File: config.mk
export PLATFORM = sky130hd
export DESIGN_NAME = usb_config_descriptor_parser_top
export DESIGN_NICKNAME = d
export VERILOG_FILES = /design/src/rtl/core/ucdp_pkg.sv /design/src/rtl/core/ucdp_walker.sv /design/src/rtl/core/ucdp_result.sv /design/src/rtl/core/usb_config_descriptor_parser_top.sv
export SDC_FILE = /design/constraint.sdc
export NUM_CORES = 1
export LEC_CHECK = 0
export ABC_AREA = 1
export BUFFER_PORTS_ARGS = -buffer_cell sky130_fd_sc_hd__buf_4
export CAP_MARGIN = 0
export CORE_MARGIN = 2
export CORE_UTILIZATION = 66
export CTS_BUF_LIST = sky130_fd_sc_hd__clkbuf_16
export DETAILED_ROUTE_END_ITERATION = 8
export PLACE_DENSITY = 0.86
export SLEW_MARGIN = 25
export SYNTH_ARGS = -nofsm -noshare
export SYNTH_HDL_FRONTEND = slang
export SYNTH_SLANG_ARGS = --single-unit
File: constraint.sdc
create_clock -name clk -period 8.3 [get_ports clk]
set_input_delay 0.83 -clock clk [delete_from_list [all_inputs] [get_ports clk]]
set_output_delay 0.83 -clock clk [all_outputs]
set_load 0.01 [all_outputs]
File: src/rtl/core/ucdp_pkg.sv
package ucdp_pkg;

  localparam int POS_W = 10;
  localparam logic [POS_W-1:0] POS_LIMIT = '1;

  localparam logic [7:0] KIND_INTERFACE = 8'd4;
  localparam logic [7:0] KIND_ENDPOINT = 8'd5;

  localparam logic [1:0] ST_OK = 2'd0;
  localparam logic [1:0] ST_BAD_TOTAL = 2'd1;
  localparam logic [1:0] ST_TRUNCATED = 2'd2;
  localparam logic [1:0] ST_NO_IFACE = 2'd3;

  localparam logic [10:0] PACKET_MASK = 11'h7FF;
  localparam logic [10:0] PACKET_DEFAULT = 11'd8;
  localparam logic [7:0] INTERVAL_DEFAULT = 8'd8;
  localparam logic [3:0] SPEED_RESET = 4'd3;
  localparam logic [3:0] SPEED_LOW = 4'd1;
  localparam logic [3:0] SPEED_FULL = 4'd2;

  typedef struct packed {
    logic [1:0]  status;
    logic [7:0]  cfg_value;
    logic [7:0]  iface_num;
    logic [7:0]  iface_class;
    logic [7:0]  iface_sub;
    logic [7:0]  iface_proto;
    logic [7:0]  ep_addr;
    logic [10:0] ep_packet;
    logic [7:0]  ep_interval;
  } ucdp_summary_t;

  // Millisecond links get the smallest exponent e in 3..10 with 2^e >= 8 * raw, or 10 if none fits.
  function automatic logic [7:0] ucdp_convert_interval(input logic [3:0] speed,
                                                       input logic [7:0] raw);
    logic [7:0] e;
    begin
      if (speed == SPEED_LOW || speed == SPEED_FULL) begin
        priority if (raw <= 8'd1) e = 8'd3;
        else if (raw <= 8'd2) e = 8'd4;
        else if (raw <= 8'd4) e = 8'd5;
        else if (raw <= 8'd8) e = 8'd6;
        else if (raw <= 8'd16) e = 8'd7;
        else if (raw <= 8'd32) e = 8'd8;
        else if (raw <= 8'd64) e = 8'd9;
        else e = 8'd10;
      end else begin
        e = (raw != 8'd0) ? raw - 8'd1 : 8'd0;
      end
      return e;
    end
  endfunction

endpackage

File: src/rtl/core/ucdp_walker.sv
module ucdp_walker #(
  parameter int MAX_TOTAL = 512
) (
  input  logic                   clk,
  input  logic                   rst,
  input  logic                   fire,
  input  logic [7:0]             data_byte,
  input  logic                   last_byte,
  output ucdp_pkg::ucdp_summary_t summary
);
  import ucdp_pkg::*;

  localparam logic [15:0] TOTAL_MAX = 16'(MAX_TOTAL);
  localparam logic [15:0] TOTAL_MIN = 16'd9;

  logic [POS_W-1:0] pos, pos_next;
  logic [15:0]      total, total_next;
  logic [POS_W-1:0] start, start_next;
  logic [7:0]       len, len_next;
  logic [7:0]       kind, kind_next;
  logic             iface_seen, iface_seen_next;
  logic             stopped, stopped_next;
  logic [7:0]       pending [4];
  logic [7:0]       pending_next [4];
  logic [7:0]       cfg_value, cfg_value_next;
  logic [7:0]       iface_num, iface_num_next;
  logic [7:0]       iface_class, iface_class_next;
  logic [7:0]       iface_sub, iface_sub_next;
  logic [7:0]       iface_proto, iface_proto_next;
  logic [7:0]       ep_addr, ep_addr_next;
  logic [10:0]      ep_packet, ep_packet_next;
  logic [7:0]       ep_interval, ep_interval_next;
  logic             ep_ok, ep_ok_next;
  logic [7:0]       ep_ivl, ep_ivl_next;

  logic             total_ok;
  logic             active;
  logic [POS_W-1:0] off;
  logic             len_bad;
  logic             total_ok_next;

  assign total_ok = (total >= TOTAL_MIN) && (total <= TOTAL_MAX);
  assign active = (pos < POS_W'(4)) || (total_ok && (16'(pos) < total));
  assign off = pos - start;

  always_comb begin
    pos_next = pos;
    total_next = total;
    start_next = start;
    len_next = len;
    kind_next = kind;
    iface_seen_next = iface_seen;
    stopped_next = stopped;
    pending_next = pending;
    cfg_value_next = cfg_value;
    iface_num_next = iface_num;
    iface_class_next = iface_class;
    iface_sub_next = iface_sub;
    iface_proto_next = iface_proto;
    ep_addr_next = ep_addr;
    ep_packet_next = ep_packet;
    ep_interval_next = ep_interval;
    ep_ok_next = ep_ok;
    ep_ivl_next = ep_ivl;
    len_bad = 1'b0;

    if (fire) begin
      if (active) begin
        if (pos == POS_W'(2)) begin
          total_next = {8'd0, data_byte};
        end else if (pos == POS_W'(3)) begin
          total_next = {data_byte, total[7:0]};
        end else if (pos == POS_W'(5)) begin
          cfg_value_next = data_byte;
        end

        if (!stopped) begin
          if (off == '0) begin
            len_next = data_byte;
            kind_next = 8'd0;
            ep_ok_next = 1'b0;
            if (data_byte < 8'd2) begin
              stopped_next = 1'b1;
              len_bad = 1'b1;
            end
          end else if (off == POS_W'(1)) begin
            kind_next = data_byte;
          end else if (kind == KIND_INTERFACE) begin
            if (off == POS_W'(2)) pending_next[0] = data_byte;
            if (off == POS_W'(5)) pending_next[1] = data_byte;
            if (off == POS_W'(6)) pending_next[2] = data_byte;
            if (off == POS_W'(7)) pending_next[3] = data_byte;
          end else if (kind == KIND_ENDPOINT) begin
            if (off == POS_W'(2)) pending_next[0] = data_byte;
            if (off == POS_W'(3)) begin
              pending_next[1] = data_byte;
              ep_ok_next = (data_byte[1:0] == 2'b11) && pending[0][7];
            end
            if (off == POS_W'(4)) pending_next[2] = data_byte;
            if (off == POS_W'(5)) pending_next[3] = data_byte;
            if (off == POS_W'(6)) ep_ivl_next = data_byte;
          end

          if (!len_bad && ((11'(off) + 11'd1) == 11'(len_next))) begin
            if (kind_next == KIND_INTERFACE && len_next >= 8'd9) begin
              if (iface_seen && ep_addr != 8'd0) begin
                stopped_next = 1'b1;
              end else begin
                iface_num_next = pending_next[0];
                iface_class_next = pending_next[1];
                iface_sub_next = pending_next[2];
                iface_proto_next = pending_next[3];
                iface_seen_next = 1'b1;
                ep_addr_next = 8'd0;
              end
            end else if (kind_next == KIND_ENDPOINT && len_next >= 8'd7 &&
                         iface_seen && ep_ok_next) begin
              ep_addr_next = pending_next[0];
              ep_packet_next = {pending_next[3][2:0], pending_next[2]} & PACKET_MASK;
              ep_interval_next = ep_ivl_next;
            end
            if (!(kind_next == KIND_INTERFACE && len_next >= 8'd9 &&
                  iface_seen && ep_addr != 8'd0)) begin
              start_next = pos + POS_W'(1);
            end else begin
              start_next = pos + POS_W'(1);
            end
          end
        end
      end
      pos_next = (pos == POS_LIMIT) ? pos : pos + POS_W'(1);
    end

    total_ok_next = (total_next >= TOTAL_MIN) && (total_next <= TOTAL_MAX);
    priority if (pos_next < POS_W'(4)) summary.status = ST_TRUNCATED;
    else if (!total_ok_next) summary.status = ST_BAD_TOTAL;
    else if (16'(pos_next) < total_next) summary.status = ST_TRUNCATED;
    else if (!iface_seen_next) summary.status = ST_NO_IFACE;
    else summary.status = ST_OK;
    summary.cfg_value = cfg_value_next;
    summary.iface_num = iface_num_next;
    summary.iface_class = iface_class_next;
    summary.iface_sub = iface_sub_next;
    summary.iface_proto = iface_proto_next;
    summary.ep_addr = ep_addr_next;
    summary.ep_packet = ep_packet_next;
    summary.ep_interval = ep_interval_next;

    if (fire && last_byte) begin
      pos_next = '0;
      total_next = '0;
      start_next = '0;
      len_next = '0;
      kind_next = '0;
      iface_seen_next = 1'b0;
      stopped_next = 1'b0;
      pending_next = '{default: 8'd0};
      cfg_value_next = '0;
      iface_num_next = '0;
      iface_class_next = '0;
      iface_sub_next = '0;
      iface_proto_next = '0;
      ep_addr_next = '0;
      ep_packet_next = PACKET_DEFAULT;
      ep_interval_next = INTERVAL_DEFAULT;
      ep_ok_next = 1'b0;
      ep_ivl_next = '0;
    end
  end

  always_ff @(posedge clk) begin
    if (rst) begin
      pos <= '0;
      total <= '0;
      start <= '0;
      len <= '0;
      kind <= '0;
      iface_seen <= 1'b0;
      stopped <= 1'b0;
      pending <= '{default: 8'd0};
      cfg_value <= '0;
      iface_num <= '0;
      iface_class <= '0;
      iface_sub <= '0;
      iface_proto <= '0;
      ep_addr <= '0;
      ep_packet <= PACKET_DEFAULT;
      ep_interval <= INTERVAL_DEFAULT;
      ep_ok <= 1'b0;
      ep_ivl <= '0;
    end else begin
      pos <= pos_next;
      total <= total_next;
      start <= start_next;
      len <= len_next;
      kind <= kind_next;
      iface_seen <= iface_seen_next;
      stopped <= stopped_next;
      pending <= pending_next;
      cfg_value <= cfg_value_next;
      iface_num <= iface_num_next;
      iface_class <= iface_class_next;
      iface_sub <= iface_sub_next;
      iface_proto <= iface_proto_next;
      ep_addr <= ep_addr_next;
      ep_packet <= ep_packet_next;
      ep_interval <= ep_interval_next;
      ep_ok <= ep_ok_next;
      ep_ivl <= ep_ivl_next;
    end
  end

`ifndef SYNTHESIS
  a_start_behind_pos: assert property (@(posedge clk) disable iff (rst)
    start <= pos)
    else $error("Descriptor start is ahead of the byte position.");

  a_restart_after_last: assert property (@(posedge clk) disable iff (rst)
    fire && last_byte |=> pos == '0 && !stopped && !iface_seen)
    else $error("Walk state was not cleared after the last byte.");

  a_recorded_addr_is_in: assert property (@(posedge clk) disable iff (rst)
    ep_addr != 8'd0 |-> ep_addr[7] && iface_seen)
    else $error("Recorded endpoint is not an IN endpoint of an interface.");
`endif

endmodule

File: src/rtl/core/ucdp_result.sv
module ucdp_result (
  input  logic                   clk,
  input  logic                   rst,
  input  logic                   capture,
  input  ucdp_pkg::ucdp_summary_t summary,
  input  logic [3:0]             link_speed,
  input  logic                   out_ready,
  output logic                   out_valid,
  output logic [1:0]             status,
  output logic [7:0]             config_value,
  output logic [7:0]             iface_number,
  output logic [7:0]             iface_class,
  output logic [7:0]             iface_subclass,
  output logic [7:0]             iface_protocol,
  output logic                   endpoint_found,
  output logic [7:0]             ep_address,
  output logic [10:0]            ep_max_packet,
  output logic [7:0]             ep_poll_interval
);
  import ucdp_pkg::*;

  logic good;
  logic ep;

  assign good = (summary.status == ST_OK);
  assign ep = good && (summary.ep_addr != 8'd0);

  always_ff @(posedge clk) begin
    if (rst) begin
      out_valid <= 1'b0;
    end else if (capture) begin
      out_valid <= 1'b1;
    end else if (out_ready) begin
      out_valid <= 1'b0;
    end
  end

  always_ff @(posedge clk) begin
    if (capture) begin
      status <= summary.status;
      config_value <= summary.cfg_value;
      iface_number <= good ? summary.iface_num : 8'd0;
      iface_class <= good ? summary.iface_class : 8'd0;
      iface_subclass <= good ? summary.iface_sub : 8'd0;
      iface_protocol <= good ? summary.iface_proto : 8'd0;
      endpoint_found <= ep;
      ep_address <= ep ? summary.ep_addr : 8'd0;
      ep_max_packet <= ep ? (summary.ep_packet & PACKET_MASK) : PACKET_DEFAULT;
      ep_poll_interval <= ep ? ucdp_convert_interval(link_speed, summary.ep_interval)
                             : 8'd0;
    end
  end

`ifndef SYNTHESIS
  a_fail_clears_fields: assert property (@(posedge clk) disable iff (rst)
    out_valid && status != ST_OK |->
      !endpoint_found && ep_max_packet == PACKET_DEFAULT && iface_number == 8'd0)
    else $error("A failed result carries interface or endpoint data.");

  a_no_ep_fields: assert property (@(posedge clk) disable iff (rst)
    out_valid && !endpoint_found |-> ep_address == 8'd0 && ep_poll_interval == 8'd0)
    else $error("Endpoint fields are set without an endpoint.");

  a_found_is_in: assert property (@(posedge clk) disable iff (rst)
    out_valid && endpoint_found |-> ep_address[7])
    else $error("Reported endpoint is not an IN endpoint.");
`endif

endmodule

File: src/rtl/core/usb_config_descriptor_parser_top.sv
// Walks a USB configuration descriptor set that arrives one byte per item and
// takes one byte in every clock cycle, save for the last_byte hold-off below.
// Bytes 2 and 3 give the total length; bytes past it are ignored. On the item
// with last_byte set, one result appears on the output channel in the next
// cycle, carrying the configuration value and the first interface with an
// interrupt IN endpoint (else the last interface), and the parser then starts
// over on a new stream. While an earlier result waits on out_ready, only an
// item with last_byte set is held off; other bytes keep flowing. The user must
// write the link speed register through the cfg channel only while no stream
// is in progress (the block does not enforce this); codes 1 and 2 turn the endpoint interval into an exponent.
module usb_config_descriptor_parser_top #(
  parameter int MAX_TOTAL = 512
) (
  input  logic        clk,
  input  logic        rst,
  input  logic        in_valid,
  output logic        in_ready,
  input  logic [7:0]  data_byte,
  input  logic        last_byte,
  output logic        out_valid,
  input  logic        out_ready,
  output logic [1:0]  status,
  output logic [7:0]  config_value,
  output logic [7:0]  iface_number,
  output logic [7:0]  iface_class,
  output logic [7:0]  iface_subclass,
  output logic [7:0]  iface_protocol,
  output logic        endpoint_found,
  output logic [7:0]  ep_address,
  output logic [10:0] ep_max_packet,
  output logic [7:0]  ep_poll_interval,
  input  logic        cfg_valid,
  output logic        cfg_ready,
  input  logic [3:0]  cfg_data
);
  import ucdp_pkg::*;

  logic          fire;
  logic [3:0]    link_speed;
  ucdp_summary_t summary;

  assign in_ready = !out_valid || out_ready || !last_byte;
  assign fire = in_valid && in_ready;
  assign cfg_ready = 1'b1;

  always_ff @(posedge clk) begin
    if (rst) begin
      link_speed <= SPEED_RESET;
    end else if (cfg_valid && cfg_ready) begin
      link_speed <= cfg_data;
    end
  end

  ucdp_walker #(
    .MAX_TOTAL(MAX_TOTAL)
  ) u_walker (
    .clk      (clk),
    .rst      (rst),
    .fire     (fire),
    .data_byte(data_byte),
    .last_byte(last_byte),
    .summary  (summary)
  );

  ucdp_result u_result (
    .clk             (clk),
    .rst             (rst),
    .capture         (fire && last_byte),
    .summary         (summary),
    .link_speed      (link_speed),
    .out_ready       (out_ready),
    .out_valid       (out_valid),
    .status          (status),
    .config_value    (config_value),
    .iface_number    (iface_number),
    .iface_class     (iface_class),
    .iface_subclass  (iface_subclass),
    .iface_protocol  (iface_protocol),
    .endpoint_found  (endpoint_found),
    .ep_address      (ep_address),
    .ep_max_packet   (ep_max_packet),
    .ep_poll_interval(ep_poll_interval)
  );

endmodule

==> metrics.md <==
| Metric | Value |
|---|---|
| Status | complete, no violations |
| IO Pins | 91 |
| Dpl hpwl | 21,800 um |
| Synth Cell Area | 12,580 um^2 |
| Root buffer cell | clkbuf_16 |
| 1st-iter DRT viols | 1,094 |
| Standard-cell rows | 50 |
| Hold slack | 0.4545 ns |
| Wire per inst | 15.79 um |
| Final Hold Fails | 0 |
| Min cycle time layout | 6.043 ns |
| Cells after Synth | 1,700 |
| Synth top area share | 26.58% |
| First-pass GRT wire length | 50,850 um |
| DRT Pass-1 Iters | 6 |
| Total number of vias | 11,530 |
| Worst-Margin Slew | 0.9887 ns |
| Area leader, netlist | dfxtp_1 |
| Yosys warns | 0 |
| Kind of cell adding the most delay to the critical path | simple AND/OR/NAND/NOR gates |
| Worst vdd ir | 0.1472 mV |
| EDFF count, synth | 70 |
| Final #Nets | 1,813 |
| R2R Setup Slk | 2.26 ns |
| Num CTS Buffers | 25 |
| Final Skew | 0.01382 ns |
| DIE AREA | 20,170 um^2 |
| H-tree lvl count | 1 |
| Most common cell in the synthesized netlist | nand2_1 |
| Crit path from | u_walker.pos[0] |
| Sequential share of the synthesized area | 43.30% |
| Fin crit share | 72.81% |
| Mean post-synth cell area | 7.398 um^2 |
| Vias in the first global route | 10,490 |
| Total negative slack | 0 ns |
| Clk_lat worst skew | 0.54 ns |
| Clock transition at path regs | 0.06 ns |
| Overflow after GRT | 0 |
| Peak Freq | 0.1655 GHz |
| Async S/R FF share, synth | 0% |
| Unrepaired setup endpoints after global routing | false |
| Post-CTS Setup Bufs | 0 |
| Post-DRT Antenna Nets | 0 |
| Initial Util | 67.23% |
| Routed wire length | 31,720 um |
| Crit path capture | u_result.ep_poll_interval[1] |
| Port Buf Inserts | 89 |
| Slowest CP cell | nand2_1 |
| Final setup violating endpoints | 0 |
| Num Clock Sinks | 237 |
| Most used cell, CP | nand2_1 |
| Footprint of the multi-input gates | 5889 um^2 |
| # resized after CTS | 0 |
| Worst r2r src | u_walker.pos[0] |
| Syn nets | 1,757 |
| CTS max path bufs | 3 |
| Largest net degree at the start of global routing | 90 |
| RR Endpoint | u_result.ep_poll_interval[1] |
| Worst path bufs/invs | 4 |
| Vias per cell | 5.739 |
| Synth unique cells | 55 |
| Initial antenna violation count | 0 |
| Largest cells by area after synthesis | dfxtp_1 (27%), edfxtp_1 (17%), nand2_1 (9.4%), nor2_1 (7.3%), inv_1 (7.0%) |
| Die width | 142.0 um |
| Die height | 142.0 um |
| CP Class | register to register |
| CP Data Arrival Time | 6.34 ns |
| Power per cell area | 203.5 nW/um^2 |
| Layout area overhead | 12.31% |
| FF+latch count, synth | 237 |
| DR DRC count | 0 |
| Final Slew Violations | 0 |
| Primary FF master, synth | dfxtp_1 |
| Hold Path Class | register to register |
| Cts hold-fix bufs | 0 |
| Worst-path maximum fanout | 53 |
| Worst path max stage delay | 0.55 ns |
| Fillers | 1,350 |
| CTS tree | yes |
| LEAKAGE | 6.357 nW |
| Worst Setup End Kind | register |
| ANT cells | 0 |
| Required @ worst endpoint | 8.59 ns |
| Relative slew margins | 34.09% |
| Core area | 18,710 um^2 |
| Reg area | 5445 um^2 |
| Worst Reg-to-Reg Cells | 28 |
| Gr usage total | 30.89% |
| Top cells by count, synth | nand2_1 (316), nor2_1 (244), inv_1 (235) |
| Layout cells sized above 1 | 10.87% |
| Max_cap viols | 0 |
| GPL Wtd Cong | 1.011 |
| Crit path launch type | register |
| Total stage count of the critical path | 28 |
## where the power goes
part	leakage (nW)	internal, W	switching (W)	total [W]
clock	0.437	0.000674	0.000465	0.00114
sequential	2.00	0.00123	0.0000231	0.00126
combinational	3.92	0.000146	0.000333	0.000479
## layout by cell type, fill, tap and decap left out, drive strengths merged, types with 2 or more instances in the layout
| master | n |
|---|---|
| edfxtp | 70 |
| o21a | 4 |
| xnor2 | 2 |
| nand4 | 27 |
| o21bai | 3 |
| xor2 | 13 |
| nand3 | 91 |
| a21oi | 120 |
| o211ai | 15 |
| ha | 38 |
| or4 | 2 |
| clkinv | 16 |
| a221oi | 2 |
| inv | 252 |
| o221ai | 12 |
| nor3 | 20 |
| bufinv | 4 |
| or2 | 10 |
| mux2i | 13 |
| nand2 | 331 |
| clkbuf | 25 |
| a211oi | 9 |
| and2 | 2 |
| o22ai | 10 |
| nor4 | 6 |
| nor2 | 260 |
| o21ai | 141 |
| o2111ai | 5 |
| buf | 96 |
| dfxtp | 167 |
## how the worst min path moves through the flow
stage               cells after the start  slack [ns]                   from                     to
floorplan                               2        0.42  u_walker.ep_packet[3]  u_walker.ep_packet[3]
global placement                        2        0.43     u_walker.ep_ivl[6]     u_walker.ep_ivl[6]
detailed placement                      2        0.44     u_walker.ep_ivl[6]     u_walker.ep_ivl[6]
CTS                                     2        0.45     u_walker.ep_ivl[6]     u_walker.ep_ivl[6]
global route                            2        0.47     u_walker.ep_ivl[4]     u_walker.ep_ivl[4]
finish                                  2        0.45     u_walker.ep_ivl[6]     u_walker.ep_ivl[6]
## layer usage
layer	GRT usage (%)	up-vias	wire length, um
li1	-	5672	-
met1	40.25	5280	13170
met2	52.81	495	15090
met3	4.475	83	2511
met4	10.68	0	951
met5	0	-	0
## cell type report
class | count | area share [%]
Multi-Input combinational cell | 1145 | 41.70
Tap cell | 234 | 2.073
Inverter | 251 | 6.671
Clock buffer | 25 | 4.429
Sequential cell | 237 | 38.55
Timing Repair Buffer | 96 | 5.103
Clock inverter | 21 | 1.471
## registers in the layout (all words and copies together), names as in the netlist, 8 cells and up
register and flops:
u_result.ep_max_packet 11, u_walker.pos 10, u_walker.iface_class 8, u_walker.len 8
u_walker.kind 8, u_walker.start 10, u_walker.ep_packet 11, u_walker.iface_num 8
u_walker.ep_interval 8, u_result.ep_poll_interval 8, u_walker.pending 32, u_result.iface_number 8
u_result.ep_address 8, u_result.config_value 8, u_walker.iface_proto 8, u_walker.ep_ivl 8
u_result.iface_protocol 8, u_walker.iface_sub 8, u_walker.total 16, u_walker.cfg_value 8
u_walker.ep_addr 8, u_result.iface_subclass 8, u_result.iface_class 8
## worst min-delay path: cells and delay by family (launching register included)
| kind | cells | cell delay [ns] |
|---|---|---|
| DFF | 1 | 0.31 |
| buffers and inverters | 1 | 0.05 |
| AOI/OAI and AO/OA | 1 | 0.05 |
## cells by family after synthesis
kind of cell | Yosys count | share of synthesized area [%]
multiplexers | 13 | 1.035
AND/OR/NAND/NOR | 750 | 26.15
AO/OA/AOI/OAI | 327 | 14.52
XOR/XNOR | 15 | 1.045
adder cells (fa/ha/maj) | 39 | 3.940
other | 1 | 0.02982
buffers and inverters | 318 | 9.989
flip-flops | 237 | 43.30
## through the flow
| step | std cells | cell area [um^2] | total power [W] | util (%) | setup slack (ns) |
|---|---|---|---|---|---|
| finish | 2009 | 14120 | 0.002874 | 75.51 | 2.257 |
| global route | 2009 | 14120 | 0.002983 | 75.51 | 1.735 |
| detailed placement | 1963 | 13290 | 0.001747 | 71.05 | 2.427 |
| CTS | 2009 | 14120 | 0.002870 | 75.51 | 2.366 |
| global placement | 1963 | 13290 | 0.001733 | 71.05 | 2.681 |
| floorplan | 1700 | 12580 | 0.001633 | - | 4.075 |
(Power assumes the default switching activity.)
